<file path="src/hdl/plm_pkg.sv">
// ----------------------------------------------------------------------------
// plm_pkg
// Shared types and codes for the piecewise-linear membership block.
// ----------------------------------------------------------------------------
`default_nettype none

package plm_pkg;

  localparam int CNT_W = 5;

  localparam logic ACT_LOAD = 1'b0;
  localparam logic ACT_EVAL = 1'b1;

  typedef struct packed {
    logic valid;
    logic done;
    logic exact;
    logic have_lo;
    logic have_hi;
  } plm_flags_t;

endpackage

`default_nettype wire

</file>
<file path="src/hdl/piecewise_linear_membership.sv">
// ----------------------------------------------------------------------------
// piecewise_linear_membership
// Breakpoint table held in a chain of cells; an evaluate item walks the chain
// one cell per cycle, then a multiply and a bit-serial divide interpolate.
//
//   channel  ports                                      transfer
//   in       start, busy, in_action .. in_sample_x      start high, busy low
//   out      out_valid, out_membership_value            out_valid high
//   cfg      cfg_valid, cfg_ready, cfg_point_count      cfg_valid, cfg_ready
//
// A load item writes its table slot directly. An evaluate item walks the
// cell chain; a result that needs no interpolation is then output directly,
// otherwise it goes through the multiply and the bit-serial divider.
// Reset clears the control state and the point count; the table holds
// garbage until written. The receiver cannot stall the result.
// ----------------------------------------------------------------------------
`default_nettype none

module piecewise_linear_membership #(
  parameter int MAX_POINTS = 16,
  parameter int X_WIDTH    = 16,
  parameter int Y_WIDTH    = 16
) (
  input  wire                                  clk,
  input  wire                                  rst_n,
  input  wire                                  start,
  output logic                                 busy,
  input  wire                                  in_action,
  input  wire [$clog2(MAX_POINTS)-1:0]         in_point_index,
  input  wire signed [X_WIDTH-1:0]             in_point_x,
  input  wire [Y_WIDTH-1:0]                    in_point_y,
  input  wire signed [X_WIDTH-1:0]             in_sample_x,
  output logic                                 out_valid,
  output logic [Y_WIDTH-1:0]                   out_membership_value,
  input  wire                                  cfg_valid,
  output logic                                 cfg_ready,
  input  wire [plm_pkg::CNT_W-1:0]             cfg_point_count
);
  import plm_pkg::*;

  localparam int IW = $clog2(MAX_POINTS);
  localparam int CW = $clog2(MAX_POINTS + 1);
  localparam int PW = X_WIDTH + 1 + Y_WIDTH;

  typedef enum logic [1:0] {S_IDLE, S_SEARCH, S_MULT, S_DIV} state_t;

  state_t                   state_r;
  logic [CNT_W-1:0]         count_r;
  logic [CW-1:0]            n;
  logic [CW+CNT_W-1:0]      cnt_ext;
  logic                     accept, load_en;

  plm_flags_t               head_f;
  plm_flags_t               ch_f       [MAX_POINTS+1];
  logic signed [X_WIDTH-1:0] ch_s      [MAX_POINTS+1];
  logic signed [X_WIDTH-1:0] ch_lo_x   [MAX_POINTS+1];
  logic [Y_WIDTH-1:0]        ch_lo_y   [MAX_POINTS+1];
  logic signed [X_WIDTH-1:0] ch_hi_x   [MAX_POINTS+1];
  logic [Y_WIDTH-1:0]        ch_hi_y   [MAX_POINTS+1];
  logic signed [X_WIDTH-1:0] ch_fst_x  [MAX_POINTS+1];
  logic [Y_WIDTH-1:0]        ch_fst_y  [MAX_POINTS+1];
  logic signed [X_WIDTH-1:0] ch_lst_x  [MAX_POINTS+1];
  logic [Y_WIDTH-1:0]        ch_lst_y  [MAX_POINTS+1];

  plm_flags_t                tf;
  logic signed [X_WIDTH-1:0] ts, xl, xh;
  logic [Y_WIDTH-1:0]        yl, yh, direct_y;
  logic                      direct;
  logic [X_WIDTH:0]          dx, dxs;

  logic [Y_WIDTH-1:0]        yl_r, mag_r;
  logic                      up_r;
  logic [X_WIDTH:0]          dx_r, dxs_r;
  logic [PW-1:0]             prod_r;
  logic                      div_go_r, div_done;
  logic [Y_WIDTH-1:0]        quot;

  assign busy      = (state_r != S_IDLE);
  assign cfg_ready = 1'b1;
  assign accept    = start && !busy;
  assign load_en   = accept && (in_action == ACT_LOAD);

  assign cnt_ext = (CW+CNT_W)'(count_r);
  assign n       = (cnt_ext > (CW+CNT_W)'(MAX_POINTS)) ? CW'(MAX_POINTS) : CW'(cnt_ext);

  always_comb begin
    head_f       = '0;
    head_f.valid = accept && (in_action == ACT_EVAL);
  end

  assign ch_f[0]     = head_f;
  assign ch_s[0]     = in_sample_x;
  assign ch_lo_x[0]  = '0;
  assign ch_lo_y[0]  = '0;
  assign ch_hi_x[0]  = '0;
  assign ch_hi_y[0]  = '0;
  assign ch_fst_x[0] = '0;
  assign ch_fst_y[0] = '0;
  assign ch_lst_x[0] = '0;
  assign ch_lst_y[0] = '0;

  for (genvar i = 0; i < MAX_POINTS; i++) begin : g_cell
    plm_cell #(
      .IDX(i), .MAX_POINTS(MAX_POINTS), .X_WIDTH(X_WIDTH), .Y_WIDTH(Y_WIDTH),
      .IW(IW), .CW(CW)
    ) u_cell (
      .clk(clk), .rst_n(rst_n),
      .wr_en(load_en), .wr_index(in_point_index), .wr_x(in_point_x), .wr_y(in_point_y),
      .n(n),
      .flags_in(ch_f[i]), .s_in(ch_s[i]),
      .lo_x_in(ch_lo_x[i]), .lo_y_in(ch_lo_y[i]),
      .hi_x_in(ch_hi_x[i]), .hi_y_in(ch_hi_y[i]),
      .first_x_in(ch_fst_x[i]), .first_y_in(ch_fst_y[i]),
      .last_x_in(ch_lst_x[i]), .last_y_in(ch_lst_y[i]),
      .flags_out(ch_f[i+1]), .s_out(ch_s[i+1]),
      .lo_x_out(ch_lo_x[i+1]), .lo_y_out(ch_lo_y[i+1]),
      .hi_x_out(ch_hi_x[i+1]), .hi_y_out(ch_hi_y[i+1]),
      .first_x_out(ch_fst_x[i+1]), .first_y_out(ch_fst_y[i+1]),
      .last_x_out(ch_lst_x[i+1]), .last_y_out(ch_lst_y[i+1])
    );
  end

  assign tf  = ch_f[MAX_POINTS];
  assign ts  = ch_s[MAX_POINTS];
  assign xl  = tf.have_lo ? ch_lo_x[MAX_POINTS] : ch_fst_x[MAX_POINTS];
  assign yl  = tf.have_lo ? ch_lo_y[MAX_POINTS] : ch_fst_y[MAX_POINTS];
  assign xh  = tf.have_hi ? ch_hi_x[MAX_POINTS] : ch_lst_x[MAX_POINTS];
  assign yh  = tf.have_hi ? ch_hi_y[MAX_POINTS] : ch_lst_y[MAX_POINTS];
  assign dx  = {xh[X_WIDTH-1], xh} - {xl[X_WIDTH-1], xl};
  assign dxs = {ts[X_WIDTH-1], ts} - {xl[X_WIDTH-1], xl};

  always_comb begin
    direct   = 1'b1;
    direct_y = yl;
    if (n == '0) begin
      direct_y = '0;
    end else if (ts <= ch_fst_x[MAX_POINTS]) begin
      direct_y = ch_fst_y[MAX_POINTS];
    end else if (ts >= ch_lst_x[MAX_POINTS]) begin
      direct_y = ch_lst_y[MAX_POINTS];
    end else if (tf.exact) begin
      direct_y = ch_lo_y[MAX_POINTS];
    end else if (xh <= xl || ts <= xl) begin
      direct_y = yl;
    end else begin
      direct = 1'b0;
    end
  end

  always_ff @(posedge clk) begin
    if (!rst_n) begin
      state_r   <= S_IDLE;
      out_valid <= 1'b0;
      count_r   <= '0;
      div_go_r  <= 1'b0;
    end else begin
      out_valid <= (state_r == S_SEARCH && tf.valid && direct) ||
                   (state_r == S_DIV && div_done);
      div_go_r  <= (state_r == S_MULT);
      if (cfg_valid) begin
        count_r <= cfg_point_count;
      end
      case (state_r)
        S_IDLE: begin
          if (accept && in_action == ACT_EVAL) begin
            state_r <= S_SEARCH;
          end
        end
        S_SEARCH: begin
          if (tf.valid) begin
            if (direct) begin
              out_membership_value <= direct_y;
              state_r              <= S_IDLE;
            end else begin
              yl_r    <= yl;
              up_r    <= (yh >= yl);
              mag_r   <= (yh >= yl) ? yh - yl : yl - yh;
              dx_r    <= dx;
              dxs_r   <= dxs;
              state_r <= S_MULT;
            end
          end
        end
        S_MULT: begin
          prod_r   <= PW'(mag_r) * PW'(dxs_r);
          state_r  <= S_DIV;
        end
        S_DIV: begin
          if (div_done) begin
            out_membership_value <= up_r ? yl_r + quot : yl_r - quot;
            state_r              <= S_IDLE;
          end
        end
        default: begin
          state_r <= S_IDLE;
        end
      endcase
    end
  end

  plm_div #(
    .X_WIDTH(X_WIDTH), .Y_WIDTH(Y_WIDTH)
  ) u_div (
    .clk(clk), .rst_n(rst_n),
    .go(div_go_r),
    .num_hi(prod_r[PW-1:Y_WIDTH]),
    .num_lo(prod_r[Y_WIDTH-1:0]),
    .den(dx_r),
    .done(div_done),
    .quot(quot)
  );

endmodule

`default_nettype wire

</file>
<file path="src/hdl/plm_cell.sv">
// ----------------------------------------------------------------------------
// plm_cell
// One breakpoint slot of the search chain: holds its (x, y) pair and updates
// the search record passing through it.
// ----------------------------------------------------------------------------
`default_nettype none

module plm_cell #(
  parameter int IDX        = 0,
  parameter int MAX_POINTS = 16,
  parameter int X_WIDTH    = 16,
  parameter int Y_WIDTH    = 16,
  parameter int IW         = 4,
  parameter int CW         = 5
) (
  input  wire                        clk,
  input  wire                        rst_n,
  input  wire                        wr_en,
  input  wire [IW-1:0]               wr_index,
  input  wire signed [X_WIDTH-1:0]   wr_x,
  input  wire [Y_WIDTH-1:0]          wr_y,
  input  wire [CW-1:0]               n,
  input  plm_pkg::plm_flags_t        flags_in,
  input  wire signed [X_WIDTH-1:0]   s_in,
  input  wire signed [X_WIDTH-1:0]   lo_x_in,
  input  wire [Y_WIDTH-1:0]          lo_y_in,
  input  wire signed [X_WIDTH-1:0]   hi_x_in,
  input  wire [Y_WIDTH-1:0]          hi_y_in,
  input  wire signed [X_WIDTH-1:0]   first_x_in,
  input  wire [Y_WIDTH-1:0]          first_y_in,
  input  wire signed [X_WIDTH-1:0]   last_x_in,
  input  wire [Y_WIDTH-1:0]          last_y_in,
  output plm_pkg::plm_flags_t        flags_out,
  output logic signed [X_WIDTH-1:0]  s_out,
  output logic signed [X_WIDTH-1:0]  lo_x_out,
  output logic [Y_WIDTH-1:0]         lo_y_out,
  output logic signed [X_WIDTH-1:0]  hi_x_out,
  output logic [Y_WIDTH-1:0]         hi_y_out,
  output logic signed [X_WIDTH-1:0]  first_x_out,
  output logic [Y_WIDTH-1:0]         first_y_out,
  output logic signed [X_WIDTH-1:0]  last_x_out,
  output logic [Y_WIDTH-1:0]         last_y_out
);
  import plm_pkg::*;

  logic signed [X_WIDTH-1:0] bp_x_r;
  logic [Y_WIDTH-1:0]        bp_y_r;

  plm_flags_t                flags_nxt;
  logic signed [X_WIDTH-1:0] lo_x_nxt, hi_x_nxt, first_x_nxt, last_x_nxt;
  logic [Y_WIDTH-1:0]        lo_y_nxt, hi_y_nxt, first_y_nxt, last_y_nxt;
  logic                      active;

  assign active = flags_in.valid && (CW'(IDX) < n);

  always_comb begin
    flags_nxt   = flags_in;
    lo_x_nxt    = lo_x_in;
    lo_y_nxt    = lo_y_in;
    hi_x_nxt    = hi_x_in;
    hi_y_nxt    = hi_y_in;
    first_x_nxt = first_x_in;
    first_y_nxt = first_y_in;
    last_x_nxt  = last_x_in;
    last_y_nxt  = last_y_in;
    if (active) begin
      if (IDX == 0) begin
        first_x_nxt = bp_x_r;
        first_y_nxt = bp_y_r;
      end
      if (CW'(IDX + 1) == n) begin
        last_x_nxt = bp_x_r;
        last_y_nxt = bp_y_r;
      end
      if (!flags_in.done) begin
        if (bp_x_r == s_in) begin
          flags_nxt.exact = 1'b1;
          flags_nxt.done  = 1'b1;
          lo_y_nxt        = bp_y_r;
        end else if (bp_x_r < s_in) begin
          flags_nxt.have_lo = 1'b1;
          lo_x_nxt          = bp_x_r;
          lo_y_nxt          = bp_y_r;
        end else begin
          flags_nxt.have_hi = 1'b1;
          flags_nxt.done    = 1'b1;
          hi_x_nxt          = bp_x_r;
          hi_y_nxt          = bp_y_r;
        end
      end
    end
  end

  always_ff @(posedge clk) begin
    if (wr_en && wr_index == IW'(IDX)) begin
      bp_x_r <= wr_x;
      bp_y_r <= wr_y;
    end
  end

  always_ff @(posedge clk) begin
    if (!rst_n) begin
      flags_out <= '0;
    end else begin
      flags_out <= flags_nxt;
    end
  end

  always_ff @(posedge clk) begin
    s_out       <= s_in;
    lo_x_out    <= lo_x_nxt;
    lo_y_out    <= lo_y_nxt;
    hi_x_out    <= hi_x_nxt;
    hi_y_out    <= hi_y_nxt;
    first_x_out <= first_x_nxt;
    first_y_out <= first_y_nxt;
    last_x_out  <= last_x_nxt;
    last_y_out  <= last_y_nxt;
  end

endmodule

`default_nettype wire

</file>
<file path="src/hdl/plm_div.sv">
// ----------------------------------------------------------------------------
// plm_div
// Restoring divider, one quotient bit per cycle. The upper numerator part
// must already be below the divisor, so the quotient fits Y_WIDTH bits.
// ----------------------------------------------------------------------------
`default_nettype none

module plm_div #(
  parameter int X_WIDTH = 16,
  parameter int Y_WIDTH = 16
) (
  input  wire                  clk,
  input  wire                  rst_n,
  input  wire                  go,
  input  wire [X_WIDTH:0]      num_hi,
  input  wire [Y_WIDTH-1:0]    num_lo,
  input  wire [X_WIDTH:0]      den,
  output logic                 done,
  output logic [Y_WIDTH-1:0]   quot
);
  import plm_pkg::*;

  localparam int SW = $clog2(Y_WIDTH + 1);

  logic              busy_r;
  logic [SW-1:0]     step_r;
  logic [X_WIDTH:0]  rem_r;
  logic [Y_WIDTH-1:0] sh_r;
  logic [X_WIDTH:0]  den_r;
  logic [X_WIDTH+1:0] trial;
  logic              ge;

  assign trial = {rem_r, sh_r[Y_WIDTH-1]};
  assign ge    = trial >= {1'b0, den_r};
  assign quot  = sh_r;

  always_ff @(posedge clk) begin
    if (!rst_n) begin
      busy_r <= 1'b0;
      done   <= 1'b0;
      step_r <= '0;
    end else begin
      done <= busy_r && !go && (step_r == SW'(Y_WIDTH - 1));
      if (go) begin
        busy_r <= 1'b1;
        step_r <= '0;
      end else if (busy_r) begin
        step_r <= step_r + 1'b1;
        if (step_r == SW'(Y_WIDTH - 1)) begin
          busy_r <= 1'b0;
        end
      end
    end
  end

  always_ff @(posedge clk) begin
    if (go) begin
      rem_r <= num_hi;
      sh_r  <= num_lo;
      den_r <= den;
    end else if (busy_r) begin
      rem_r <= ge ? (X_WIDTH+1)'(trial - {1'b0, den_r}) : trial[X_WIDTH:0];
      sh_r  <= {sh_r[Y_WIDTH-2:0], ge};
    end
  end

endmodule

`default_nettype wire

</file>
<file path="config.mk">
export PLATFORM = sky130hd
export DESIGN_NAME = piecewise_linear_membership
export DESIGN_NICKNAME = d
export VERILOG_FILES = /design/src/hdl/plm_pkg.sv /design/src/hdl/piecewise_linear_membership.sv /design/src/hdl/plm_cell.sv /design/src/hdl/plm_div.sv
export SDC_FILE = /design/constraint.sdc
export NUM_CORES = 2
export LEC_CHECK = 0
export BUFFER_PORTS_ARGS = -buffer_cell sky130_fd_sc_hd__buf_2
export CAP_MARGIN = 20
export CORE_AREA = 3 3 458 641
export CTS_CLUSTER_DIAMETER = 60
export DETAILED_ROUTE_END_ITERATION = 8
export DIE_AREA = 0 0 461 644
export GPL_TIMING_DRIVEN = 0
export PLACE_DENSITY_LB_ADDON = 0.3
export SYNTH_ARGS = -nofsm -noshare
export SYNTH_HDL_FRONTEND = slang
export SYNTH_HIERARCHICAL = 1
export SYNTH_SLANG_ARGS = --single-unit
</file>
<file path="constraint.sdc">
create_clock -name clk -period 19.3 [get_ports clk]
set_clock_uncertainty 0.2 [all_clocks]
set_input_delay 0.965 -clock clk [delete_from_list [all_inputs] [get_ports clk]]
set_output_delay 0.965 -clock clk [all_outputs]
set_load 0.02 [all_outputs]
</file>
==> flow_summary.toml <==
[clock_network]
cts_post_setup_buffers_inserted = 0
clk_pin_slew_worst_paths_ns = 0.06
numCtsBuffers = 296
htree_levels = 5
insertion_delay_ns = 0.82
cts_tree = "built"
ctsLongestPathBuffers = 4
cts_sinks = 3077
cts_resized = 0
root_buffer = "clkbuf_16"

[setup_path]
cp_max_fo = 10
end_kind = "flip-flop"
cp_data_arrival_time_ns = 8.79
critical_path.cell_chain = "clkbuf_1 -> clkbuf_1 -> nand2_1 -> fa_1 -> inv_1 -> fa_1 -> inv_1 -> fa_1 -> inv_1 -> fa_1 -> fa_1 -> inv_1 -> fa_1 -> inv_1 -> ha_1 -> nand3_1 -> a2111oi_0 -> nand3_1 -> a21boi_1 -> a21oi_1 -> o31ai_1 -> a21o_1 -> nand4_1 -> nor3b_1"
crit_required_ns = 19.65
slowest_stage = "a21boi_1"
cpMostUsedCell = "fa_1"
start_kind = "flip-flop"
critPathKind = "flip-flop to flip-flop"
cpPeakStageDelay_ns = 0.63

[floorplan]
die_area_um2 = 297000
ios = 81
core_area_um2 = 288000
start_util_pct = 39.9
rows = 233
die_w_um = 461
die_h_um = 644

[detailed_routing]
drc_errors = 0
drtPass1Iterations = 7
ant_nets = 0
via_count = 60263
vias_per_cell = 4.67
drtIter0Drc = 2404
post_drt_wl_per_cell_um = 19.9
wl_mm = 256

[placed_design]
gp_congestion = 0.919
pre_cts_slack_ns = 10.75
detailed_place_hpwl_mm = 202
portBuffers = 78
dpl_cell_area_um2 = 121000

[synth]
avgSynthCellArea_um2 = 13.8
yosys_warnings = 6
syn-cell-area_um2 = 115000
syn_inst = 8345

[hold_path]
hold_class = "input port to flip-flop"

[global_route]
grt_pass1_wl_mm = 390
grt_pass1_vias = 65593
grt_overflow = 0
grt_start_max_net_pins = 76
grtUsageTotal_pct = 17.1
antenna_found_initial = 15

[timing]
period_share_pct = 43.7
hold_viol = 0
fin_crit_ns = 8.43
rsz0062_at_grt = "false"
maxSlewViolCount = 0
slew-limit-headroom_pct = 24.0
setup_viol = 0
fin_tns_setup_ns = 0
clock.fmax_ghz = 0.119
worst_slew_pin_slew_ns = 1.14
setup_ws_ns = 10.87

[power]
leakagePower_nw = 54.0
ir_drop_uv = 65.6
power.total_mw = 13.4
power_density_nw_per_um2 = 102

[final_layout]
area_growth_pct = 14.1
drive_above_1_share_pct = 25.2
layout_commonest_cell = "dfxtp_1"
post-route-util_pct = 45.6
final_cell_mix = "dfxtp_1 (2399), mux2_2 (1215), edfxtp_1 (678)"
finalInstanceArea_um2 = 131000
nets = 9676

[outcome]
status = "finished, final reports clean"

[job]
max-cap-violations = 0
repair_timing:
action / 4_1_cts / 5_1_grt
endpoints found under the hold margin: 13 / 0
setup endpoints to repair: 0 / 0
hold buffers: 13 / 0
per-layer routing:
layer  vias up  share of wire [%]  global-route usage, %
li1      29985                  -                      -
met2      1182                 54                   33.0
met5         -                  0                      0
met3       593                2.9                   2.15
met4         0                6.3                   9.70
met1     28503                 37                   17.4
registers in the layout, indices dropped and copies added (netlist names), 17 cells and up, named ones only:
| signal | count |
|---|---|
| u_div/den_r | 17 |
| g_cell.u_cell/bp_x_r | 256 |
| g_cell.u_cell/last_x_out | 256 |
| g_cell.u_cell/first_x_out | 256 |
| g_cell.u_cell/hi_y_out | 256 |
| g_cell.u_cell/lo_x_out | 256 |
| g_cell.u_cell/s_out | 256 |
| u_div/rem_r | 17 |
| g_cell.u_cell/bp_y_r | 256 |
| g_cell.u_cell/first_y_out | 256 |
| prod_r | 33 |
| g_cell.u_cell/last_y_out | 256 |
| g_cell.u_cell/hi_x_out | 256 |
| g_cell.u_cell/flags_out | 79 |
| dx_r | 17 |
| dxs_r | 17 |
| g_cell.u_cell/lo_y_out | 256 |
final timing paths:
check,start,endpoint,slack [ns],cells past startpoint
setup / recovery,mag_r[9]$_DFFE_PP_,prod_r[32]$_DFFE_PP_,10.87,24
hold / removal,in_sample_x[1],g_cell[0].u_cell/s_out[1]$_DFF_P_,0.08,1
hold reg to reg,g_cell[13].u_cell/first_y_out[5]$_DFF_P_,g_cell[14].u_cell/first_y_out[5]$_DFF_P_,0.11,0
setup reg to reg,mag_r[9]$_DFFE_PP_,prod_r[32]$_DFFE_PP_,10.87,24
layout make-up:
class	count	area, um^2
fill	25837	157000
sequential	3077	68400
multi-input combinational	4502	43200
clock buffer	423	8680
tap	3760	4700
inverter	667	2500
buffer	233	1520
timing repair buffer	130	1170
clock inverter	108	1050
antenna	2	5.00
stage by stage:
step	hold WS (ns)	cells
floorplan	0.110	8479
global placement	0.110	12317
detailed placement	0.112	12355
CTS	0.00347	12899
global route	0.0363	12901
finish	0.0777	12902
where the power goes:
part | internal, mW | leakage, nW | switching, mW
Sequential | 6.96 | 26.3 | 0.124
Combinational | 0.339 | 22.9 | 0.353
Clock | 3.36 | 4.81 | 2.30
worst max-delay path: cells and delay by family, from the launching register on:
kind	cells	cell delay (ns)
adders and majority gates	7	3.55
AOI/OAI and AO/OA	5	1.97
buffers and inverters	7	1.32
and+or+nand+nor	5	0.82
DFF	1	0.31
Power figures use the tool's default switching activity.
